`src/hw/rtl/quadrature_decoder_four_channel_assert.svh`:
```
// Assertion macros for the quadrature decoder top level.
`ifndef QUADRATURE_DECODER_FOUR_CHANNEL_ASSERT_SVH
`define QUADRATURE_DECODER_FOUR_CHANNEL_ASSERT_SVH

// Check a property on clk, ignored while reset is held.
`define QDEC_ASSERT(lbl, prop, msg) \
    lbl: assert property (@(posedge clk) disable iff (!rst_n) prop) else $error(msg);

// Check a property on clk, also while reset is held.
`define QDEC_ASSERT_ALWAYS(lbl, prop, msg) \
    lbl: assert property (@(posedge clk) prop) else $error(msg);

`endif

```
`src/hw/rtl/qdec_pkg.sv`:
```
// Types, constants and the step decode table of the quadrature decoder.
package qdec_pkg;

    localparam int NUM_CHANNELS_DEF = 4;
    localparam int CH_W             = 2;
    localparam int TICK_W           = 16;
    localparam int DIST_W           = 32;
    localparam int MASK_W           = 4;
    localparam logic [MASK_W-1:0] INVERT_RESET = 4'd9;

    typedef enum logic [1:0] {
        OP_SAMPLE = 2'd0,
        OP_LATCH  = 2'd1,
        OP_CLEAR  = 2'd2,
        OP_READ   = 2'd3
    } opcode_t;

    typedef enum logic [1:0] {
        STEP_NONE = 2'b00,
        STEP_UP   = 2'b01,
        STEP_DOWN = 2'b10
    } step_t;

    // Per-channel control; sample, latch and clear are set only in the cycle a request advances.
    typedef struct packed {
        logic       sample;
        logic       latch;
        logic       clear;
        logic       invert;
        logic [1:0] reading;
    } chan_ctl_t;

    // Per-channel counters as they stand after the current request.
    typedef struct packed {
        logic [TICK_W-1:0] tick_count;
        logic [TICK_W-1:0] speed;
        logic [DIST_W-1:0] abs_distance;
        logic [DIST_W-1:0] signed_distance;
    } chan_cnt_t;

    // x4 decode: previous reading, new reading -> step; double transitions give none.
    function automatic step_t step_decode(logic [1:0] prev, logic [1:0] cur);
        step_t s;
        case ({prev, cur}) inside
            4'b0010, 4'b0100, 4'b1011, 4'b1101: s = STEP_UP;
            4'b0001, 4'b0111, 4'b1000, 4'b1110: s = STEP_DOWN;
            default:                            s = STEP_NONE;
        endcase
        return s;
    endfunction

endpackage

```
`src/hw/rtl/qdec_ifs.sv`:
```
// Valid/ready channel interfaces for phase sample requests and results.
interface qdec_in_if import qdec_pkg::*; ();
    logic          valid;
    logic          ready;
    opcode_t       opcode;
    logic [CH_W-1:0] channel;
    logic          phase_hi;
    logic          phase_lo;

    modport source (output valid, output opcode, output channel,
                    output phase_hi, output phase_lo, input ready);
    modport sink   (input valid, input opcode, input channel,
                    input phase_hi, input phase_lo, output ready);
endinterface

interface qdec_out_if import qdec_pkg::*; ();
    logic                     valid;
    logic                     ready;
    logic signed [TICK_W-1:0] tick_count;
    logic signed [TICK_W-1:0] speed;
    logic [DIST_W-1:0]        abs_distance;
    logic signed [DIST_W-1:0] signed_distance;
    logic                     moving;

    modport source (output valid, output tick_count, output speed,
                    output abs_distance, output signed_distance,
                    output moving, input ready);
    modport sink   (input valid, input tick_count, input speed,
                    input abs_distance, input signed_distance,
                    input moving, output ready);
endinterface

```
`src/hw/rtl/qdec_chan.sv`:
```
// One encoder channel: step decode and its tick, speed and distance counters.
module qdec_chan import qdec_pkg::*;
(
    input  logic      clk,
    input  logic      rst_n,
    input  chan_ctl_t ctl,
    output chan_cnt_t cnt_next
);

    logic [1:0]        last_phase_reg;
    logic [1:0]        last_phase_next;
    logic [TICK_W-1:0] tick_reg;
    logic [TICK_W-1:0] tick_next;
    logic [TICK_W-1:0] speed_reg;
    logic [TICK_W-1:0] speed_next;
    logic [DIST_W-1:0] abs_reg;
    logic [DIST_W-1:0] abs_next;
    logic [DIST_W-1:0] net_reg;
    logic [DIST_W-1:0] net_next;
    step_t             raw_step;
    logic              go_up;
    logic              go_down;

    // Decode the step and apply the channel's inversion
    assign raw_step = step_decode(last_phase_reg, ctl.reading);
    assign go_up    = ctl.sample && (ctl.invert ? raw_step == STEP_DOWN : raw_step == STEP_UP);
    assign go_down  = ctl.sample && (ctl.invert ? raw_step == STEP_UP : raw_step == STEP_DOWN);

    // Advance the counters for this request
    always_comb
    begin
        last_phase_next = ctl.sample ? ctl.reading : last_phase_reg;
        tick_next       = tick_reg;
        speed_next      = speed_reg;
        abs_next        = abs_reg;
        net_next        = net_reg;
        if (go_up)
        begin
            tick_next = tick_reg + TICK_W'(1);
            net_next  = net_reg + DIST_W'(1);
            abs_next  = abs_reg + DIST_W'(1);
        end
        else if (go_down)
        begin
            tick_next = tick_reg - TICK_W'(1);
            net_next  = net_reg - DIST_W'(1);
            abs_next  = abs_reg + DIST_W'(1);
        end
        if (ctl.latch)
        begin
            speed_next = tick_reg;
            tick_next  = '0;
        end
        if (ctl.clear)
        begin
            abs_next = '0;
        end
    end

    assign cnt_next = '{tick_count:      tick_next,
                        speed:           speed_next,
                        abs_distance:    abs_next,
                        signed_distance: net_next};

    // Hold the channel state
    always_ff @(posedge clk or negedge rst_n)
    begin
        if (!rst_n)
        begin
            last_phase_reg <= '0;
            tick_reg       <= '0;
            speed_reg      <= '0;
            abs_reg        <= '0;
            net_reg        <= '0;
        end
        else
        begin
            last_phase_reg <= last_phase_next;
            tick_reg       <= tick_next;
            speed_reg      <= speed_next;
            abs_reg        <= abs_next;
            net_reg        <= net_next;
        end
    end

endmodule

```
`src/hw/rtl/quadrature_decoder_four_channel.sv`:
```
// Top level of the four-channel x4 quadrature encoder decoder.
//
// Requests enter on the sample channel (valid/ready): an opcode, a channel
// number and the two phase levels. Opcodes: phase sample, period tick (latch
// every tick count into speed and clear the counts), clear absolute
// distances, and read only. Each request gives exactly one response on the
// result channel with the addressed channel's tick count, latched speed,
// absolute and signed distance, and a flag set when any latched speed is
// nonzero. Channels numbered NUM_CHANNELS or above read as zero counters.
// invert_mask is written through invert_mask_we/invert_mask_wdata; the user
// must write it only while idle, which the block itself does not enforce. A
// request in the request register moves into the result register once the
// result slot is free, and its response is then valid. The block takes one
// request per cycle while the result side does not stall.
// Reset clears all counters and the phase history, empties both pipeline
// registers, and loads invert_mask with 4'b1001. When result.ready is low the
// result register holds, one more request may wait in the request register,
// and sample.ready drops only when both are full.
module quadrature_decoder_four_channel import qdec_pkg::*;
#(
    parameter int NUM_CHANNELS = NUM_CHANNELS_DEF
)
(
    input  logic              clk,
    input  logic              rst_n,
    qdec_in_if.sink           sample,
    qdec_out_if.source        result,
    input  logic              invert_mask_we,
    input  logic [MASK_W-1:0] invert_mask_wdata
);

    `include "quadrature_decoder_four_channel_assert.svh"

    logic [MASK_W-1:0]  invert_mask_reg;

    logic               s1_valid_reg;
    logic               s1_valid_next;
    opcode_t            s1_opcode_reg;
    logic [CH_W-1:0]    s1_channel_reg;
    logic [1:0]         s1_reading_reg;
    logic               s1_advance;
    logic               in_accept;

    logic               out_valid_reg;
    logic               out_valid_next;
    logic [TICK_W-1:0]  out_tick_reg;
    logic [TICK_W-1:0]  out_speed_reg;
    logic [DIST_W-1:0]  out_abs_reg;
    logic [DIST_W-1:0]  out_net_reg;
    logic               out_moving_reg;

    chan_ctl_t          ctl [NUM_CHANNELS];
    chan_cnt_t          cnt_next [NUM_CHANNELS];
    chan_cnt_t          sel_cnt;
    logic               any_moving;

    // Handshake: the request register moves on whenever the result slot frees
    assign s1_advance     = s1_valid_reg && (!out_valid_reg || result.ready);
    assign sample.ready   = !s1_valid_reg || s1_advance;
    assign in_accept      = sample.valid && sample.ready;
    assign s1_valid_next  = in_accept || (s1_valid_reg && !s1_advance);
    assign out_valid_next = s1_advance || (out_valid_reg && !result.ready);

    // Configuration register
    always_ff @(posedge clk or negedge rst_n)
    begin
        if (!rst_n)
        begin
            invert_mask_reg <= INVERT_RESET;
        end
        else if (invert_mask_we)
        begin
            invert_mask_reg <= invert_mask_wdata;
        end
    end

    // Request register
    always_ff @(posedge clk or negedge rst_n)
    begin
        if (!rst_n)
        begin
            s1_valid_reg <= 1'b0;
        end
        else
        begin
            s1_valid_reg <= s1_valid_next;
        end
    end

    always_ff @(posedge clk)
    begin
        if (in_accept)
        begin
            s1_opcode_reg  <= sample.opcode;
            s1_channel_reg <= sample.channel;
            s1_reading_reg <= {sample.phase_hi, sample.phase_lo};
        end
    end

    // Channel cells
    for (genvar c = 0; c < NUM_CHANNELS; c++)
    begin : g_chan
        logic inv;
        if (c < MASK_W)
        begin : g_mask
            assign inv = invert_mask_reg[c];
        end
        else
        begin : g_nomask
            assign inv = 1'b0;
        end

        assign ctl[c] = '{sample:  s1_advance && s1_opcode_reg == OP_SAMPLE
                                   && int'(s1_channel_reg) == c,
                          latch:   s1_advance && s1_opcode_reg == OP_LATCH,
                          clear:   s1_advance && s1_opcode_reg == OP_CLEAR,
                          invert:  inv,
                          reading: s1_reading_reg};

        qdec_chan u_chan (
            .clk      (clk),
            .rst_n    (rst_n),
            .ctl      (ctl[c]),
            .cnt_next (cnt_next[c])
        );
    end

    // Select the addressed channel and gather the moving flag
    always_comb
    begin
        sel_cnt    = '0;
        any_moving = 1'b0;
        for (int c = 0; c < NUM_CHANNELS; c++)
        begin
            if (int'(s1_channel_reg) == c)
            begin
                sel_cnt = cnt_next[c];
            end
            any_moving = any_moving || (cnt_next[c].speed != '0);
        end
    end

    // Result register
    always_ff @(posedge clk or negedge rst_n)
    begin
        if (!rst_n)
        begin
            out_valid_reg <= 1'b0;
        end
        else
        begin
            out_valid_reg <= out_valid_next;
        end
    end

    always_ff @(posedge clk)
    begin
        if (s1_advance)
        begin
            out_tick_reg   <= sel_cnt.tick_count;
            out_speed_reg  <= sel_cnt.speed;
            out_abs_reg    <= sel_cnt.abs_distance;
            out_net_reg    <= sel_cnt.signed_distance;
            out_moving_reg <= any_moving;
        end
    end

    assign result.valid           = out_valid_reg;
    assign result.tick_count      = out_tick_reg;
    assign result.speed           = out_speed_reg;
    assign result.abs_distance    = out_abs_reg;
    assign result.signed_distance = out_net_reg;
    assign result.moving          = out_moving_reg;

    `QDEC_ASSERT(a_advance_fills_result, s1_advance |=> out_valid_reg, "advanced request did not reach the result register")
    `QDEC_ASSERT(a_stall_keeps_request, s1_valid_reg && out_valid_reg && !result.ready |=> s1_valid_reg, "pending request lost under stall")
    `QDEC_ASSERT(a_latch_clears_ticks, s1_advance && s1_opcode_reg == OP_LATCH |=> out_tick_reg == '0, "tick count not cleared by period tick")
    `QDEC_ASSERT_ALWAYS(a_ready_when_empty, !s1_valid_reg |-> sample.ready, "request register empty but not ready")

endmodule

```
`src/flat_wrapper.sv`:
```
// flat-port wrapper written by rule: the top's interface ports become plain ports
module quadrature_decoder_four_channel_flat import qdec_pkg::*;
#(
    parameter int NUM_CHANNELS = NUM_CHANNELS_DEF
)
  (clk, rst_n, invert_mask_we, invert_mask_wdata, sample_valid, sample_opcode, sample_channel, sample_phase_hi, sample_phase_lo, sample_ready, result_valid, result_tick_count, result_speed, result_abs_distance, result_signed_distance, result_moving, result_ready);
  qdec_in_if sample_i ();
  qdec_out_if result_i ();
  input  logic clk;
  input  logic rst_n;
  input  logic invert_mask_we;
  input  logic [MASK_W-1:0] invert_mask_wdata;
  input wire logic [$bits(sample_i.valid)-1:0] sample_valid;
  input wire logic [$bits(sample_i.opcode)-1:0] sample_opcode;
  input wire logic [$bits(sample_i.channel)-1:0] sample_channel;
  input wire logic [$bits(sample_i.phase_hi)-1:0] sample_phase_hi;
  input wire logic [$bits(sample_i.phase_lo)-1:0] sample_phase_lo;
  output wire logic [$bits(sample_i.ready)-1:0] sample_ready;
  output wire logic [$bits(result_i.valid)-1:0] result_valid;
  output wire logic [$bits(result_i.tick_count)-1:0] result_tick_count;
  output wire logic [$bits(result_i.speed)-1:0] result_speed;
  output wire logic [$bits(result_i.abs_distance)-1:0] result_abs_distance;
  output wire logic [$bits(result_i.signed_distance)-1:0] result_signed_distance;
  output wire logic [$bits(result_i.moving)-1:0] result_moving;
  input wire logic [$bits(result_i.ready)-1:0] result_ready;
  assign sample_i.valid = sample_valid;
  assign sample_i.opcode = sample_opcode;
  assign sample_i.channel = sample_channel;
  assign sample_i.phase_hi = sample_phase_hi;
  assign sample_i.phase_lo = sample_phase_lo;
  assign sample_ready = sample_i.ready;
  assign result_valid = result_i.valid;
  assign result_tick_count = result_i.tick_count;
  assign result_speed = result_i.speed;
  assign result_abs_distance = result_i.abs_distance;
  assign result_signed_distance = result_i.signed_distance;
  assign result_moving = result_i.moving;
  assign result_i.ready = result_ready;
  quadrature_decoder_four_channel #(.NUM_CHANNELS(NUM_CHANNELS)) u_core (.clk(clk), .rst_n(rst_n), .sample(sample_i), .result(result_i), .invert_mask_we(invert_mask_we), .invert_mask_wdata(invert_mask_wdata));
endmodule
```
`config.mk`:
```
export PLATFORM = sky130hd
export DESIGN_NAME = quadrature_decoder_four_channel_flat
export DESIGN_NICKNAME = d
export VERILOG_FILES = /design/src/hw/rtl/qdec_pkg.sv /design/src/hw/rtl/qdec_ifs.sv /design/src/hw/rtl/qdec_chan.sv /design/src/hw/rtl/quadrature_decoder_four_channel.sv /design/src/flat_wrapper.sv
export VERILOG_INCLUDE_DIRS = /design/src /design/src/hw/rtl
export SDC_FILE = /design/constraint.sdc
export NUM_CORES = 1
export LEC_CHECK = 0
export ABC_AREA = 1
export ABC_CLOCK_PERIOD_IN_PS = 5200
export BUFFER_PORTS_ARGS = -buffer_cell sky130_fd_sc_hd__buf_2
export CAP_MARGIN = 20
export CORE_UTILIZATION = 50
export DETAILED_ROUTE_END_ITERATION = 6
export PLACE_DENSITY = 0.75
export REMOVE_ABC_BUFFERS = 1
export SYNTH_ARGS = -nofsm -noshare
export SYNTH_HDL_FRONTEND = slang
export SYNTH_HIERARCHICAL = 1
export SYNTH_SLANG_ARGS = --single-unit
```
`constraint.sdc`:
```
create_clock -name clk -period 5.2 [get_ports clk]
set_input_delay 1.04 -clock clk [delete_from_list [all_inputs] [get_ports clk]]
set_output_delay 1.04 -clock clk [all_outputs]
set_load 0.05 [all_outputs]
```
==> metrics.yaml, run 1 <==
status: "complete, no violations"
max-slew-margin-rel_pct: 29.7
n_fill_cell: 7235
cts_setup_buffers: 0
dpl.hpwl_mm: 93.7
die_y_microns: 272
post-route-period-util_pct: 75.4
worst_path_max_delay_cell: "nor2_4"
rows: 98
drtIter0Drc: 4528
cp_num_buf_inv: 5
synth-xor-area-share_pct: 6.26
dpl-instance-area_sq_um: 37500
track_usage_pct: 34.0
finalInstanceArea_sq_um: 39500
max_freq_ghz: 0.255
gr-total-overflow: 0
worst_pin_slew_ns: 1.05
muxShareOfSynthArea_pct: 0.124
vias: 37816
dr.pass1.iters: 7
synth-edff-count: 103
cp_max_fo: 29
clockRootBuffer: "clkbuf_16"
cts_tree: "yes"
avgSynthCellArea_sq_um: 6.26
drive_gt1_share_pct: 5.49
setup_ws_ns: 1.28
antenna_left: 0
final_cell_mix: "2,579 x nand2_1, 879 x nor2_1, 454 x inv_1, 396 x dfrtp_1, 239 x xor2_1"
max_cap_viol_count: 0
grt_pass1_vias: 34873
cp_cell_sequence: "buf_2 -> inv_1 -> nand2_1 -> nand2_1 -> inv_4 -> nand3_1 -> nor3_1 -> inv_1 -> nor2_4 -> buf_4 -> nand2_1 -> nand2_1 -> nand2_1 -> nand2_1 -> nor2_1 -> nand2_1 -> nand4_1"
die_area_sq_um: 73900
cp-start-kind: "primary input"
hold_viol_final: 0
synth_top_family_by_area: "simple AND/OR/NAND/NOR gates"
cp-end-kind: "flop"
finalNetCount: 5850
yosys_register_bits: 501
cpMostUsedCell: "nand2_1"
vdd_ir_drop_max_uv: 308
grt_pass1_wl_mm: 197
cts_buffers: 57
cts_sinks: 501
drv_slew: 0
vias_per_cell: 5.55
initial_core_util_pct: 50.7
synth-async-reset-ratio_pct: 79.4
fp.coreArea_sq_um: 71700
routabilityCongestion: 1.02
p_leak_nw: 18.9
synth_cells: 5811
cts.reportedPaths.clkPinSlew_ns: 0.06
whs_ns: 0.337
crit_type: "in -> reg"
area_growth_pct: 8.51
timing.final.crit_period_ns: 3.92
n_antenna_cell: 0
synth-adder-area-share_pct: 0.687
fin_util_pct: 55.1
required_ns: 5.57
wl_per_cell_microns: 18.7
cts.repair.resized: 0
cts.htree.levels: 2
antenna_found_initial: 4
cpPeakStageDelay_ns: 0.80
die_w_microns: 272
ys.flop_type: "dfrtp_1"
netlist_area_sq_um: 36400
ctsHoldBuffers: 0
worst_clock_skew_ns: 0.0236
ys_seq_area_share_pct: 35.9
cp.arrival_ns: 4.30
grt_setup_unrepaired: "no"
numPortBuffers: 113
drc: 0
routed_wl_mm: 128
clock_latency_ns: 0.65
cp_top_family: "simple AND/OR/NAND/NOR gates"
setup_viol: 0
clock_path_buffers: 3
ys_types: 37
yosys_warnings: 6
layout_commonest_cell: "nand2_1"
hold_class: "in -> async"
grt_max_degree: 113
pre_cts_ws_ns: 0.762
yosys.area_share.simple_pct: 44.7
io_pins: 114
synth_compound_area_share_pct: 4.38
pwr_density_cell_nw_per_um2: 412
-- synth_stat cells, drive strengths merged, types with 60 or more instances --
master | n | area, sq um
buf | 155 | 937
clkbuf | 60 | 230
dfrtp | 396 | 9910
edfxtp | 103 | 3090
inv | 464 | 1740
nand2 | 2584 | 9710
nand3 | 248 | 1300
nand4 | 149 | 932
nor2 | 904 | 3510
nor3 | 107 | 546
o21ai | 261 | 1310
xor2 | 239 | 2090
-- logic make-up after synthesis --
| logic type | Yosys count |
|---|---|
| buf+inv | 680 |
| flops | 501 |
| simple gates | 4029 |
| compound gates | 317 |
| fa+ha+maj | 20 |
| mux | 4 |
| xor+xnor | 260 |
-- through the flow --
step | power, W | instances | setup TNS, ns
3_3_place_gp | 0.0117 | 6705 | 0
4_1_cts | 0.0161 | 6813 | 0
2_1_floorplan | 0.00999 | 5596 | -469.79
5_1_grt | 0.0172 | 6814 | 0
3_5_place_dp | 0.0118 | 6705 | 0
6_report | 0.0163 | 6814 | 0
-- routing by layer --
metal | vias up | share of wire (%) | GRT usage [%] | routed length [microns]
met3 | 305 | 9.8 | 6.17 | 12500
met4 | 6 | 4.0 | 12.9 | 5080
li1 | 18128 | - | - | -
met2 | 1758 | 44 | 53.3 | 56200
met1 | 17619 | 42 | 46.6 | 53800
met5 | - | 0.031 | 0 | 40
-- final timing paths --
check	slack [ns]	from	cells after the start	to
setup reg to reg	1.38	u_core/result.valid	15	u_core/result.tick_count[5]
hold / removal	0.34	rst_n	1	u_core/g_chan[0].u_chan/net_reg[30]
setup / recovery	1.28	result_ready	17	u_core/result.tick_count[5]
min in group clk	0.52	u_core/s1_valid_reg	2	u_core/result.valid
max in group asynchronous	3.70	rst_n	2	u_core/g_chan[2].u_chan/abs_reg[5]
hold reg to reg	0.52	u_core/s1_valid_reg	2	u_core/result.valid
-- layout make-up --
type	instances	area (sq um)	area share, %
repair buffers	160	1070	2.72
flip-flops and latches	501	13100	33.1
clock inverters	35	432	1.09
inverters	465	1750	4.43
clock buffers	73	1550	3.92
well taps	950	1190	3.01
multi-input cells	4630	20400	51.8
-- power breakdown --
group          switching [W]  internal, W  total (W)
combinational        0.00417      0.00173    0.00590
clock                0.00182      0.00252    0.00434
sequential           0.00109      0.00493    0.00602
total                0.00708      0.00919     0.0163
(Power assumes the default switching activity.)
==> inputs of run 2 (changes only) <==
- ABC_CLOCK_PERIOD_IN_PS: 5200 -> 3500
- PLACE_DENSITY: 0.75 -> 0.78
- clock period: 5.2 -> 3.5 ns (I/O delays scaled with it)
==> run 2 against run 1 <==
Compared with the run above:
- clock power increased by 60%
- die area unchanged
- sequential power increased by 49%
- via count decreased by 0.21%
- design area increased by 1.8%
- total power increased by 52%
- critical path type is now reg -> reg
- utilization increased by 0.96 points
- clock-buffer cell count decreased by 4
- wire length increased by 2.4%
- clock skew increased by 0.0099 ns
- hold slack got worse by 0.24 ns
- critical endpoint is now u_core/result.signed_distance[7]
- critical path depth decreased by 3
==> metrics.yaml, run 2 (synthesis results as in run 1) <==
post-route-period-util_pct: 90.5
grt_max_degree: 77  # -32%
die_y_microns: 272  # unchanged
finalInstanceArea_sq_um: 40200  # +1.8%
dpl.hpwl_mm: 98.4  # +5.0%
track_usage_pct: 35.0  # +1.0 points
cts.reportedPaths.clkPinSlew_ns: 0.06  # about the same
fp.coreArea_sq_um: 71700  # unchanged
wl_per_cell_microns: 19.0  # +1.6%
worst_pin_slew_ns: 0.990  # -0.0642 ns
max_cap_viol_count: 0  # unchanged
cts_buffers: 58  # +1.8%
max-slew-margin-rel_pct: 34.0  # +4.4 points
vias_per_cell: 5.50  # -0.94%
vias: 37736  # -0.21%
grt_setup_unrepaired: "no"
status: "complete, no violations"
required_ns: 3.99  # -1.58 ns
p_leak_nw: 19.3  # +1.9%
timing.rr.start: "u_core/result.valid"
finalNetCount: 5898  # +0.82%
clockRootBuffer: "clkbuf_16"
drtIter0Drc: 4114  # -9.1%
place_inst: 6753  # +0.72%
regToRegSetupSlack_ns: 0.33  # -1.05 ns
r2r-end: "u_core/result.signed_distance[7]"
grt_pass1_vias: 34812  # -0.17%
grt_pass1_wl_mm: 201  # +1.9%
n_fill_cell: 7193  # -0.58%
initial_core_util_pct: 50.7  # unchanged
p_int_w: 0.0141  # +54%
pre_cts_ws_ns: -0.0548  # -0.816 ns
die_area_sq_um: 73900  # unchanged
p_sw_share_pct: 42.9  # -0.63 points
ctsHoldBuffers: 0  # unchanged
routed_wl_mm: 131  # +2.4%
final_cell_mix: "2,579 x nand2_1, 879 x nor2_1, 454 x inv_1, 396 x dfrtp_1, 239 x xor2_1"
clock_path_buffers: 3  # unchanged
numPortBuffers: 113  # unchanged
antenna_found_initial: 2  # -2
clock_power_share_pct: 28.1  # +1.4 points
antenna_left: 0  # unchanged
routabilityCongestion: 0.995  # -2.5%
setup_viol: 0  # unchanged
cp_max_fo: 23  # -21%
layout_commonest_cell: "nand2_1"
cp.arrival_ns: 3.65  # -0.65 ns
rows: 98  # unchanged
hold_viol_final: 0  # unchanged
dpl-instance-area_sq_um: 38000  # +1.4%
cts_sinks: 501  # unchanged
worst_clock_skew_ns: 0.0336  # +0.00992 ns
cts_tree: "yes"
r2r_cells: 14  # -1
dr.pass1.iters: 6  # -1
comb_power_share_pct: 35.8  # -0.5 points
setup_ws_ns: 0.334  # -0.943 ns
clock_latency_ns: 0.65  # about the same
drv_slew: 0  # unchanged
fin_util_pct: 56.0  # +0.96 points
drc: 0  # unchanged
io_pins: 114  # unchanged
die_w_microns: 272  # unchanged
timing.final.crit_period_ns: 3.17
max_freq_ghz: 0.316
p_sw_w: 0.0106  # +50%
area_growth_pct: 10.4
setup_tns_ns: 0  # unchanged
seqPwrFrac_pct: 36.1  # -0.9 points
cts.htree.levels: 2  # unchanged
crit_type: "reg -> reg"
cts_setup_buffers: 0  # unchanged
cp-start-kind: "flop"
vdd_ir_drop_max_uv: 443  # +44%
hold_class: "in -> async"
gr-total-overflow: 0  # unchanged
drive_gt1_share_pct: 6.36  # +0.87 points
cp-end-kind: "flop"
cts.repair.resized: 0  # unchanged
stdcell_count: 6864  # +0.73%
pwr_density_cell_nw_per_um2: 616  # +50%
[run 2: critical path, cell delays in order, from the launching register on]
cell and delay (ns):
dfrtp_1 0.43, nand2_1 0.11, nand2_1 0.14, inv_4 0.08
nand3_1 0.16, nor3_1 0.30, buf_4 0.20, nand3_2 0.17
inv_4 0.32, buf_4 0.25, nand2_1 0.06, nand2_1 0.08
xor2_1 0.28, nand2_1 0.20, nand4_1 0.21
[run 2: power groups by stage]
stage               clock network, W  logic [W]  registers [W]
detailed placement                 0    0.00867        0.00895
finish                       0.00695    0.00887        0.00895
global route                 0.00724    0.00993        0.00911
global placement                   0    0.00856        0.00898
floorplan                          0    0.00580        0.00904
CTS                          0.00703    0.00875        0.00888
[run 2: worst max-delay path by stage]
stage,start,end,slack [ns]
floorplan,result_ready,u_core/result.abs_distance[22],-3.34
global placement,result_ready,u_core/result.signed_distance[7],0.06
detailed placement,result_ready,u_core/result.signed_distance[7],-0.05
CTS,u_core/result.valid,u_core/result.signed_distance[7],0.36
global route,u_core/result.valid,u_core/result.signed_distance[7],0.14
finish,u_core/result.valid,u_core/result.signed_distance[7],0.33
[run 2: layer usage]
metal / wire, microns / up-vias / global-route usage [%] / share of wire, %
met5: 13 / - / 0 / 0.0099
met4: 5120 / 2 / 13.6 / 3.9
met3: 11800 / 271 / 5.37 / 9.1
met2: 58400 / 1666 / 55.1 / 45
met1: 55300 / 17541 / 48.4 / 42
li1: - / 18256 / - / -
[run 2: final cells by class]
| type | instances | area [sq um] | area share, % |
|---|---|---|---|
| antenna | 1 | 2.50 | 0.00623 |
| clock buffer | 69 | 1570 | 3.89 |
| clock inverter | 41 | 597 | 1.48 |
| inverter | 465 | 1750 | 4.36 |
| multi-input combinational | 4630 | 20400 | 50.9 |
| sequential | 501 | 13100 | 32.5 |
| tap | 950 | 1190 | 2.96 |
| timing repair buffer | 207 | 1580 | 3.94 |
[run 2: through the flow]
stage / hold slack, ns / total power (W)
floorplan: 0.404 / 0.0148
global placement: 0.477 / 0.0175
detailed placement: 0.473 / 0.0176
CTS: 0.0866 / 0.0247
global route: 0.112 / 0.0263
finish: 0.0954 / 0.0248
